### src/hdl/lsr_pkg.sv
// Shared widths, stream layout and controller/datapath interface types of the line rasterizer.
`default_nettype none

package lsr_pkg;

  // Coordinate, frame index and colour widths
  localparam int unsigned CoordW   = 7;
  localparam int unsigned IndexW   = 12;
  localparam int unsigned ColorW   = 8;
  localparam int unsigned StrideW  = 7;

  // Largest endpoint coordinate; larger ones are lowered to it
  localparam int unsigned MaxCoord = 64;

  // Stream payload widths, padded to whole bytes
  localparam int unsigned InDataW  = 56;
  localparam int unsigned OutDataW = 56;

  typedef logic [CoordW-1:0] coord_t;

  // Commands from the controller to the datapath
  typedef struct packed {
    logic capture;  // latch a segment on an input transfer
    logic setup;    // derive axis, span and slope from the latched endpoints
    logic step;     // load one pixel into the output register and advance
  } cmd_t;

  // Status from the datapath to the controller
  typedef struct packed {
    logic out_free;  // output register empty or emptied this cycle
    logic at_end;    // the cursor sits on the last major coordinate
  } status_t;

endpackage

`default_nettype wire

### src/hdl/lsr_ctrl.sv
// Controller of the line rasterizer: idle, setup and run sequencing.
`default_nettype none

module lsr_ctrl (
  input  wire logic            clk_i,
  input  wire logic            rst_ni,
  input  wire logic            in_valid_i,
  output logic                 in_ready_o,
  input  wire lsr_pkg::status_t status_i,
  output lsr_pkg::cmd_t        cmd_o
);

  localparam logic [1:0] StIdle  = 2'd0;
  localparam logic [1:0] StSetup = 2'd1;
  localparam logic [1:0] StRun   = 2'd2;

  logic [1:0] state_q, state_d;

  assign in_ready_o = (state_q == StIdle);

  // Issue commands and pick the next state
  always_comb begin
    state_d       = state_q;
    cmd_o.capture = 1'b0;
    cmd_o.setup   = 1'b0;
    cmd_o.step    = 1'b0;
    unique case (state_q)
      StIdle: begin
        if (in_valid_i) begin
          cmd_o.capture = 1'b1;
          state_d       = StSetup;
        end
      end
      StSetup: begin
        cmd_o.setup = 1'b1;
        state_d     = StRun;
      end
      StRun: begin
        if (status_i.out_free) begin
          cmd_o.step = 1'b1;
          if (status_i.at_end) begin
            state_d = StIdle;
          end
        end
      end
      default: begin
        state_d = StIdle;
      end
    endcase
  end

  always_ff @(posedge clk_i or negedge rst_ni) begin
    if (!rst_ni) begin
      state_q <= StIdle;
    end else begin
      state_q <= state_d;
    end
  end

endmodule

`default_nettype wire

### src/hdl/lsr_dp.sv
// Datapath of the line rasterizer: endpoint capture, stepping error term and output register.
`default_nettype none

module lsr_dp (
  input  wire logic                           clk_i,
  input  wire logic                           rst_ni,
  input  wire lsr_pkg::cmd_t                  cmd_i,
  output lsr_pkg::status_t                    status_o,
  input  wire logic [lsr_pkg::InDataW-1:0]    in_data_i,
  input  wire logic                           cfg_we_i,
  input  wire logic [lsr_pkg::StrideW-1:0]    cfg_wdata_i,
  output logic                                out_valid_o,
  input  wire logic                           out_ready_i,
  output logic [lsr_pkg::OutDataW-1:0]        out_data_o,
  output logic                                out_last_o
);

  localparam int unsigned CW = lsr_pkg::CoordW;
  localparam int unsigned ColW = 3 * lsr_pkg::ColorW;
  localparam int unsigned MaxCoord = lsr_pkg::MaxCoord;
  localparam int unsigned StrideReset = 64;

  // Raise a zero coordinate to one and lower an oversized one to the maximum
  function automatic lsr_pkg::coord_t clamp_coord(input lsr_pkg::coord_t v);
    lsr_pkg::coord_t c;
    c = v;
    if (c == '0) c = lsr_pkg::coord_t'(1);
    if (c > lsr_pkg::coord_t'(MaxCoord)) c = lsr_pkg::coord_t'(MaxCoord);
    return c;
  endfunction

  // Captured segment
  lsr_pkg::coord_t x1_q, y1_q, x2_q, y2_q;
  logic [ColW-1:0] colour_q;

  // Stepping state
  logic            ymaj_q;
  lsr_pkg::coord_t cur_q, hi_q, minor_q;
  logic signed [7:0] rem_q;
  logic signed [7:0] slope_q;
  logic [CW-1:0]   dist_q;

  logic [lsr_pkg::StrideW-1:0] stride_q;
  logic out_valid_q;
  logic [lsr_pkg::OutDataW-1:0] out_data_q;
  logic out_last_q;

  // Setup: pick the major axis and the span along it
  logic signed [7:0] dx, dy, abs_dx, abs_dy, d_major, d_minor, abs_major;
  logic              ymaj;
  lsr_pkg::coord_t   maj1, maj2, min1, min2;

  always_comb begin
    dx     = $signed({1'b0, x2_q}) - $signed({1'b0, x1_q});
    dy     = $signed({1'b0, y2_q}) - $signed({1'b0, y1_q});
    abs_dx = dx[7] ? -dx : dx;
    abs_dy = dy[7] ? -dy : dy;
    ymaj   = (x1_q == x2_q) || (abs_dy > abs_dx);
    maj1   = ymaj ? y1_q : x1_q;
    maj2   = ymaj ? y2_q : x2_q;
    min1   = ymaj ? x1_q : y1_q;
    min2   = ymaj ? x2_q : y2_q;
    d_major   = ymaj ? dy : dx;
    d_minor   = ymaj ? dx : dy;
    abs_major = ymaj ? abs_dy : abs_dx;
  end

  // Step: advance the remainder by the slope and fold it back into [0, span)
  logic signed [8:0] rsum, dsig;
  logic signed [8:0] rem_next;
  lsr_pkg::coord_t   minor_next;

  always_comb begin
    rsum = {rem_q[7], rem_q} + {slope_q[7], slope_q};
    dsig = $signed({2'b00, dist_q});
    if (rsum >= dsig) begin
      rem_next   = rsum - dsig;
      minor_next = minor_q + lsr_pkg::coord_t'(1);
    end else if (rsum < 0) begin
      rem_next   = rsum + dsig;
      minor_next = minor_q - lsr_pkg::coord_t'(1);
    end else begin
      rem_next   = rsum;
      minor_next = minor_q;
    end
  end

  // Pixel under the cursor and its frame index
  lsr_pkg::coord_t px, py, px_m1, py_m1;
  logic [2*CW-1:0] row_off;
  logic [lsr_pkg::IndexW-1:0] pix_index;

  always_comb begin
    px        = ymaj_q ? minor_q : cur_q;
    py        = ymaj_q ? cur_q : minor_q;
    px_m1     = px - lsr_pkg::coord_t'(1);
    py_m1     = py - lsr_pkg::coord_t'(1);
    row_off   = {{CW{1'b0}}, py_m1} * {{(2*CW-lsr_pkg::StrideW){1'b0}}, stride_q};
    pix_index = row_off[lsr_pkg::IndexW-1:0]
              + {{(lsr_pkg::IndexW-CW){1'b0}}, px_m1};
  end

  assign status_o.at_end   = (cur_q == hi_q);
  assign status_o.out_free = !out_valid_q || out_ready_i;

  // Hold the stride and the output valid flag
  always_ff @(posedge clk_i or negedge rst_ni) begin
    if (!rst_ni) begin
      stride_q    <= lsr_pkg::StrideW'(StrideReset);
      out_valid_q <= 1'b0;
    end else begin
      if (cfg_we_i) begin
        stride_q <= cfg_wdata_i;
      end
      if (cmd_i.step) begin
        out_valid_q <= 1'b1;
      end else if (out_ready_i) begin
        out_valid_q <= 1'b0;
      end
    end
  end

  // Capture, set up and step the segment; load the output register
  always_ff @(posedge clk_i) begin
    if (cmd_i.capture) begin
      x1_q     <= clamp_coord(in_data_i[6:0]);
      y1_q     <= clamp_coord(in_data_i[13:7]);
      x2_q     <= clamp_coord(in_data_i[20:14]);
      y2_q     <= clamp_coord(in_data_i[27:21]);
      colour_q <= in_data_i[51:28];
    end
    if (cmd_i.setup) begin
      ymaj_q  <= ymaj;
      cur_q   <= (maj1 <= maj2) ? maj1 : maj2;
      hi_q    <= (maj1 <= maj2) ? maj2 : maj1;
      minor_q <= (maj1 <= maj2) ? min1 : min2;
      rem_q   <= '0;
      dist_q  <= abs_major[CW-1:0];
      slope_q <= d_major[7] ? -d_minor : d_minor;
    end
    if (cmd_i.step) begin
      out_data_q <= {6'b0, colour_q, pix_index, py, px};
      out_last_q <= status_o.at_end;
      if (!status_o.at_end) begin
        cur_q   <= cur_q + lsr_pkg::coord_t'(1);
        minor_q <= minor_next;
        rem_q   <= rem_next[7:0];
      end
    end
  end

  assign out_valid_o = out_valid_q;
  assign out_data_o  = out_data_q;
  assign out_last_o  = out_last_q;

endmodule

`default_nettype wire

### src/hdl/line_segment_rasterizer.sv
// Line rasterizer: one segment in, one pixel write per step out.
//
// s_axis carries a segment: both 1-based endpoints and a colour. Endpoints of 0
// are raised to 1 and those above 64 lowered to 64. m_axis carries one pixel
// write per step with tlast on the final pixel of the segment.
// A segment of N pixels (1..64): the transfer latches the endpoints, the setup
// state picks the major axis and slope, then the error term steps once per
// cycle; a stall on m_axis holds the output register and freezes the stepping.
// The first pixel reaches the output register after the setup state.
// The single stepping loop sets the rate: s_axis_tready_o is high only
// between segments, and the next segment may transfer while the last pixel of
// the previous one still waits on m_axis. row_stride is to be written through
// cfg_we_i/cfg_wdata_i between segments; the block does not enforce this.
// Reset empties the output register, returns to idle and sets row_stride to 64.
`default_nettype none

module line_segment_rasterizer (
  input  wire logic        clk_i,
  input  wire logic        rst_ni,
  input  wire logic        s_axis_tvalid_i,
  output logic             s_axis_tready_o,
  // start_x[6:0], start_y[13:7], end_x[20:14], end_y[27:21],
  // red[35:28], green[43:36], blue[51:44], zero[55:52]
  input  wire logic [55:0] s_axis_tdata_i,
  output logic             m_axis_tvalid_o,
  input  wire logic        m_axis_tready_i,
  // pixel_x[6:0], pixel_y[13:7], pixel_index[25:14],
  // pixel_red[33:26], pixel_green[41:34], pixel_blue[49:42], zero[55:50]
  output logic [55:0]      m_axis_tdata_o,
  output logic             m_axis_tlast_o,   // last_pixel
  input  wire logic        cfg_we_i,
  input  wire logic [6:0]  cfg_wdata_i       // row_stride
);

  lsr_pkg::cmd_t    cmd;
  lsr_pkg::status_t status;

  lsr_ctrl u_ctrl (
    .clk_i      (clk_i),
    .rst_ni     (rst_ni),
    .in_valid_i (s_axis_tvalid_i),
    .in_ready_o (s_axis_tready_o),
    .status_i   (status),
    .cmd_o      (cmd)
  );

  lsr_dp u_dp (
    .clk_i       (clk_i),
    .rst_ni      (rst_ni),
    .cmd_i       (cmd),
    .status_o    (status),
    .in_data_i   (s_axis_tdata_i),
    .cfg_we_i    (cfg_we_i),
    .cfg_wdata_i (cfg_wdata_i),
    .out_valid_o (m_axis_tvalid_o),
    .out_ready_i (m_axis_tready_i),
    .out_data_o  (m_axis_tdata_o),
    .out_last_o  (m_axis_tlast_o)
  );

endmodule

`default_nettype wire

### config.mk
export PLATFORM = sky130hd
export DESIGN_NAME = line_segment_rasterizer
export DESIGN_NICKNAME = d
export VERILOG_FILES = /design/src/hdl/lsr_pkg.sv /design/src/hdl/lsr_ctrl.sv /design/src/hdl/lsr_dp.sv /design/src/hdl/line_segment_rasterizer.sv
export SDC_FILE = /design/constraint.sdc
export NUM_CORES = 1
export LEC_CHECK = 0
export ABC_AREA = 1
export BUFFER_PORTS_ARGS = -buffer_cell sky130_fd_sc_hd__buf_2
export CORE_UTILIZATION = 60
export DETAILED_ROUTE_END_ITERATION = 6
export PLACE_DENSITY = 0.91
export REMOVE_ABC_BUFFERS = 1
export SYNTH_ARGS = -nofsm -noshare
export SYNTH_HDL_FRONTEND = slang
export SYNTH_SLANG_ARGS = --single-unit
### constraint.sdc
create_clock -name clk_i -period 6.11 [get_ports clk_i]
set_clock_uncertainty 0.15 [all_clocks]
set_input_delay 0.611 -clock clk_i [delete_from_list [all_inputs] [get_ports clk_i]]
set_output_delay 0.611 -clock clk_i [all_outputs]
set_load 0.01 [all_outputs]
; Word-level counts from Yosys, hierarchy flattened
; Index checks and enable logic that the tools add are counted.
[word_totals]
ff_bits = 158
latch_bits = 0
rom_bits = 0
mem_bits_rw = 0
mem_count = 0
[op_classes]
bitwise = 0
n_mul = 1
div = 0
eq_ne = 8
n_lt_le_gt_ge = 8
shifts = 0
n_addsub = 14
n_mux = 47
n_reduce_logical = 10
[ops]
columns = op, count
row1 = two-way mux 7 bit, 26
row2 = two-way mux 8 bit, 10
row3 = "> comparator 7 bit, second input constant", 4
row4 = zero test 7 bit, 4
row5 = negation 8 bit, 3
row6 = "subtractor 7 x 1 -> 7 bit, second input constant", 3
row7 = subtractor 7 x 7 -> 8 bit, 2
row8 = "adder 7 x 1 -> 7 bit, second input constant", 2
row9 = equality test 7 bit, 2
row10 = adder 12 x 7 -> 12 bit, 1
row11 = multiplier 7 x 7 -> 12 bit, 1
row12 = adder 8 x 8 -> 9 bit, 1
row13 = >= comparator 9 x 8 -> 1 bit, 1
row14 = "less-than comparator 9 x 1 -> 1 bit, second input constant", 1
row15 = adder 8 bit, 1
row16 = > comparator 8 bit, 1
row17 = subtractor 8 bit, 1
row18 = <= comparator 7 bit, 1
row19 = two-way mux 1 bit, 7
row20 = two-way mux 2 bit, 3
row21 = "!= test 2 bit, second input constant", 3
row22 = case mux 2 bit (3 select lines), 1
row23 = "!= test 4 x 1 -> 1 bit, second input constant", 1
row24 = AND reduction 3 bit, 1
row25 = other kinds (6), 7

; Logic depth before layout (Yosys ltp)
[depth]
depth_word = 11
depth_mapped = 38
depth_no_buf = 36

; Modules after synthesis
; Synthesis repeated with hierarchy kept, for this count alone.
[hier_totals]
cells_unflattened = 1243
area_unflattened_um2 = 11140.7
[by_module_without_submodules]
columns = module, n_inst, cells_each, area_each_um2
row1 = lsr_dp, 1, 1231, 11038.1
row2 = lsr_ctrl, 1, 12, 102.6

; Worst setup path before layout
; No wires, ideal clock.
[synth_timing]
path_type = reg-to-reg
startpoint = register u_dp.ymaj_q
endpoint = register u_dp.out_data_q (netlist bit u_dp.out_data_o[23]) (data pin)
synth_period_minus_slack_ns = 5.332
slack_ns = 0.778
n_path_buf = 2
arrival_time_ns = 4.924
stages_incl_launch_ff = 25
t_required_ns = 5.702
setup_ns = 0.258
cell_sequence = edfxtp_1 > buf_6 > buf_6 > o21ai_2 > inv_2 > ha_1 > inv_1 > nor2_1 > or2_2 > nand2_1 > inv_1 > nand2_1 > fa_1 > fa_1 > inv_1 > fa_1 > fa_1 > ha_1 > a21oi_1 > o21ai_0 > a21oi_1 > nor2_1 > o21ai_0 > nand2_1 > xor2_1
[synth_between]
elab_chain_len = 4
word_cells_on_any_way = 6
[synth_lines]
columns = item, line
row1 = "start, declared", lsr_dp.sv:37  ; logic ymaj_q;
row2 = "start signal, assigned", lsr_dp.sv:133  ; ymaj_q <= ymaj;
row3 = two-way mux 7 bit, lsr_dp.sv:95  ; py = ymaj_q ? cur_q : minor_q;
row4 = named net u_dp.py[0], lsr_dp.sv:89  ; lsr_pkg::coord_t px, py, px_m1, py_m1;
row5 = subtractor 7 x 1 -> 7 bit, lsr_dp.sv:97  ; py_m1 = py - lsr_pkg::coord_t'(1);
row6 = multiplier 7 x 7 -> 12 bit, lsr_dp.sv:98  ; row_off = {{CW{1'b0}}, py_m1} * {{(2*CW-lsr_pkg::StrideW){1'b0}}, stride_q};
row7 = adder 12 x 7 -> 12 bit, lsr_dp.sv:100  ; + {{(lsr_pkg::IndexW-CW){1'b0}}, px_m1};
row8 = "named net u_dp.pix_index, one bit", lsr_dp.sv:91  ; logic [lsr_pkg::IndexW-1:0] pix_index;
row9 = "end signal, assigned", lsr_dp.sv:142  ; out_data_q <= {6'b0, colour_q, pix_index, py, px};
row10 = "end, declared", lsr_dp.sv:45  ; logic [lsr_pkg::OutDataW-1:0] out_data_q;
; The timed path passes the listed nets, and every way through them passes these cells.
; A chain may end at the register's enable or synchronous reset.

; Final worst setup path
[layout_timing]
startpoint = register u_dp.ymaj_q
endpoint = register u_dp.out_data_q (netlist bit u_dp.out_data_o[25]) (data pin)
; The elaborated chain is that of the path after synthesis.

==> impl_metrics.tcl <==
set metrics [dict create \
    hold_viol_final 0 \
    grt_pass1_vias 9023 \
    period_needed_ns 5.76 \
    hold_path_class "in2reg" \
    worst_setup_path_end_kind "flop" \
    wl_per_cell_um 16.6 \
    cts-root-buf "clkbuf_16" \
    r2r_cells 20 \
    critPathMaxFanout 11 \
    viasPerCell 5.71 \
    track_usage_pct 28.9 \
    critical_path_arrival_ns 5.80 \
    postSynthAreaPerCell_um2 8.77 \
    core_area_um2 18000 \
    nets 1575 \
    fillers 1289 \
    cts_htree_levels 4 \
    start_util_pct 61.6 \
    synthCells 1266 \
    cts_sinks 158 \
    drt.antenna.violating_nets 0 \
    status "finished, final reports clean" \
    grtUsageMet3_pct 5.75 \
    die_width_um 138 \
    dieArea_um2 19100 \
    path_clk_slew_ns 0.07 \
    final_common_cell "nand2_1" \
    gp_congestion 0.924 \
    slew_headroom_pct 26.4 \
    grtUsageMet2_pct 51.4 \
    yosysSeqAreaShare_pct 40.9 \
    cts-buffers-inserted 17 \
    clock_path_buffers 2 \
    cts_tree "done" \
    vias 9267 \
    grt_pass1_wl_um 43600 \
    grt_busiest_layer "met2" \
    yosysUniqueCellTypes 50 \
    ys.warnings.count 0 \
    drt-initial-drc-count 906 \
    port_buffers 116 \
    setup_viol 0 \
    antenna_found_initial 0 \
    grt_max_degree 53 \
    final_core_util_pct 69.2 \
    dp_worst_setup_slack_ns 0.294 \
    required_ns 6.15 \
    antenna_cells 0 \
    drc_errors 0 \
    dp_hpwl_um 19400 \
    area_delta_synth_final_pct 12.3 \
    firstDrtPassIters 6 \
    max_freq_mhz 174 \
    synth_seq_cells 158 \
    final.setup.worst_slack_ns 0.350 \
    maxSlewViolCount 0 \
    rows 49 \
    min_delay_path_depth 1 \
    die_y_um 138 \
    crit_type "reg2reg" \
    final_cell_mix "nand2_1, inv_1, edfxtp_1, buf_2" \
    crit_path_start_kind "flop" \
    timing.final.crit_share_pct 94.3 \
    overflow 0 \
    worstSkewPairLatency_ns 0.44 \
    drive_gt1_share_pct 13.9 \
    grtUsageMet1_pct 34.2 \
    cap_violations 0 \
    worstMarginPinSlew_ns 1.10 \
    multi_input_area_um2 5550 \
    syn_area_um2 11100 \
    wl_um 27000 \
    area.sequential_um2 4550 \
    ioPinCount 127 \
]
## layout make-up
type	instances	share of cell area [%]
clock inverters	14	1.30
multi-input cells	859	44.5
clock buffers	18	3.44
repair buffers	131	5.58
flip-flops and latches	158	36.4
well taps	229	2.30
inverters	215	6.50
## sequential cells by signal, indices dropped and copies added (netlist names), 7 cells and up
register / cells
u_dp.colour_q: 24
u_dp.cur_q: 7
u_dp.dist_q: 7
u_dp.hi_q: 7
u_dp.minor_q: 7
u_dp.out_data_o: 50
u_dp.rem_q: 8
u_dp.slope_q: 8
u_dp.stride_q: 7
u_dp.x1_q: 7
u_dp.x2_q: 7
u_dp.y1_q: 7
u_dp.y2_q: 7
## cell usage after synthesis (all sizes together)
cell	count	area, µm²
fa	36	721
clkinv	1	3.75
edfxtp	133	3990
nand3	77	385
or2	7	43.8
nor2	92	353
xnor2	14	123
clkbuf	14	52.6
o21bai	3	22.5
dfrtp	9	225
nor4b	1	8.76
buf	25	194
nand4	15	93.8
a22oi	1	12.5
nand3b	2	15.0
a31oi	2	12.5
xor2	51	454
o211ai	13	108
a21oi	76	399
dfxtp	15	300
nor3b	2	15.0
conb	1	3.75
ha	89	1110
a21o	1	7.51
dfstp	1	26.3
a41oi	1	27.5
o21ai	76	392
inv	214	803
o21a	4	30.0
nand2	270	1030
a21boi	2	15.0
nor4	6	37.5
a211oi	2	15.0
o31ai	1	7.51
o311ai	3	26.3
nor3	6	35.0
## stage by stage
step / instances / TNS (ns) / area, µm² / hold slack [ns]
finish: 1624 / 0 / 12500 / 0.192
global route: 1624 / -0.00763 / 12500 / 0.176
CTS: 1619 / 0 / 12400 / 0.182
detailed placement: 1586 / 0 / 11800 / 0.255
global placement: 1586 / 0 / 11800 / 0.250
floorplan: 1232 / 0 / 10900 / 0.165
## path summary, 6_finish.rpt
check                                    from                  end  slack, ns
setup / recovery                  u_dp.ymaj_q  u_dp.out_data_o[25]       0.35
hold / removal             s_axis_tdata_i[45]    u_dp.colour_q[17]       0.19
setup reg to reg                  u_dp.ymaj_q  u_dp.out_data_o[25]       0.35
hold reg to reg              u_dp.colour_q[1]  u_dp.out_data_o[27]       0.27
max in group asynchronous              rst_ni     u_dp.stride_q[6]       5.11
min in group asynchronous              rst_ni     u_dp.out_valid_o       0.43
## repair_timing
item / CTS / global route
hold buffers: 1 / 0
endpoints found under the setup margin: 0 / 23
resized for setup: 0 / 3
setup buffers: 0 / 5
endpoints found under the hold margin: 9 / 0
## routing by layer
metal	part of all wire (%)	vias up
met5	0	-
met3	7.3	87
met4	3.3	0
met2	52	485
met1	37	4317
li1	-	4378
## worst max-delay path: stages (launching register included)
cell      delay, ns
edfxtp_1       0.54
buf_4          0.21
buf_4          0.14
o21ai_0        0.49
o21bai_1       0.21
nand2_1        0.14
inv_1          0.16
nand2_1        0.09
fa_1           0.46
fa_1           0.52
inv_1          0.07
fa_1           0.51
fa_1           0.50
ha_1           0.37
a21oi_1        0.17
o21ai_0        0.13
nand2_1        0.08
o311ai_0       0.12
a31oi_1        0.24
nand3b_1       0.15
nand2_1        0.06
## cells by family after synthesis
group,Yosys count,synth area share (%)
XOR/XNOR,65,5.19
buffers and inverters,254,9.49
AO/OA/AOI/OAI,185,9.68
AND/OR/NAND/NOR,478,18.2
adder cells (fa/ha/maj),125,16.5
flip-flops,158,40.9
other,1,0.0338
Power is left out: the tool's default activity adds up to more than one toggle a clock period on the data nets, which glitch-free logic cannot reach.
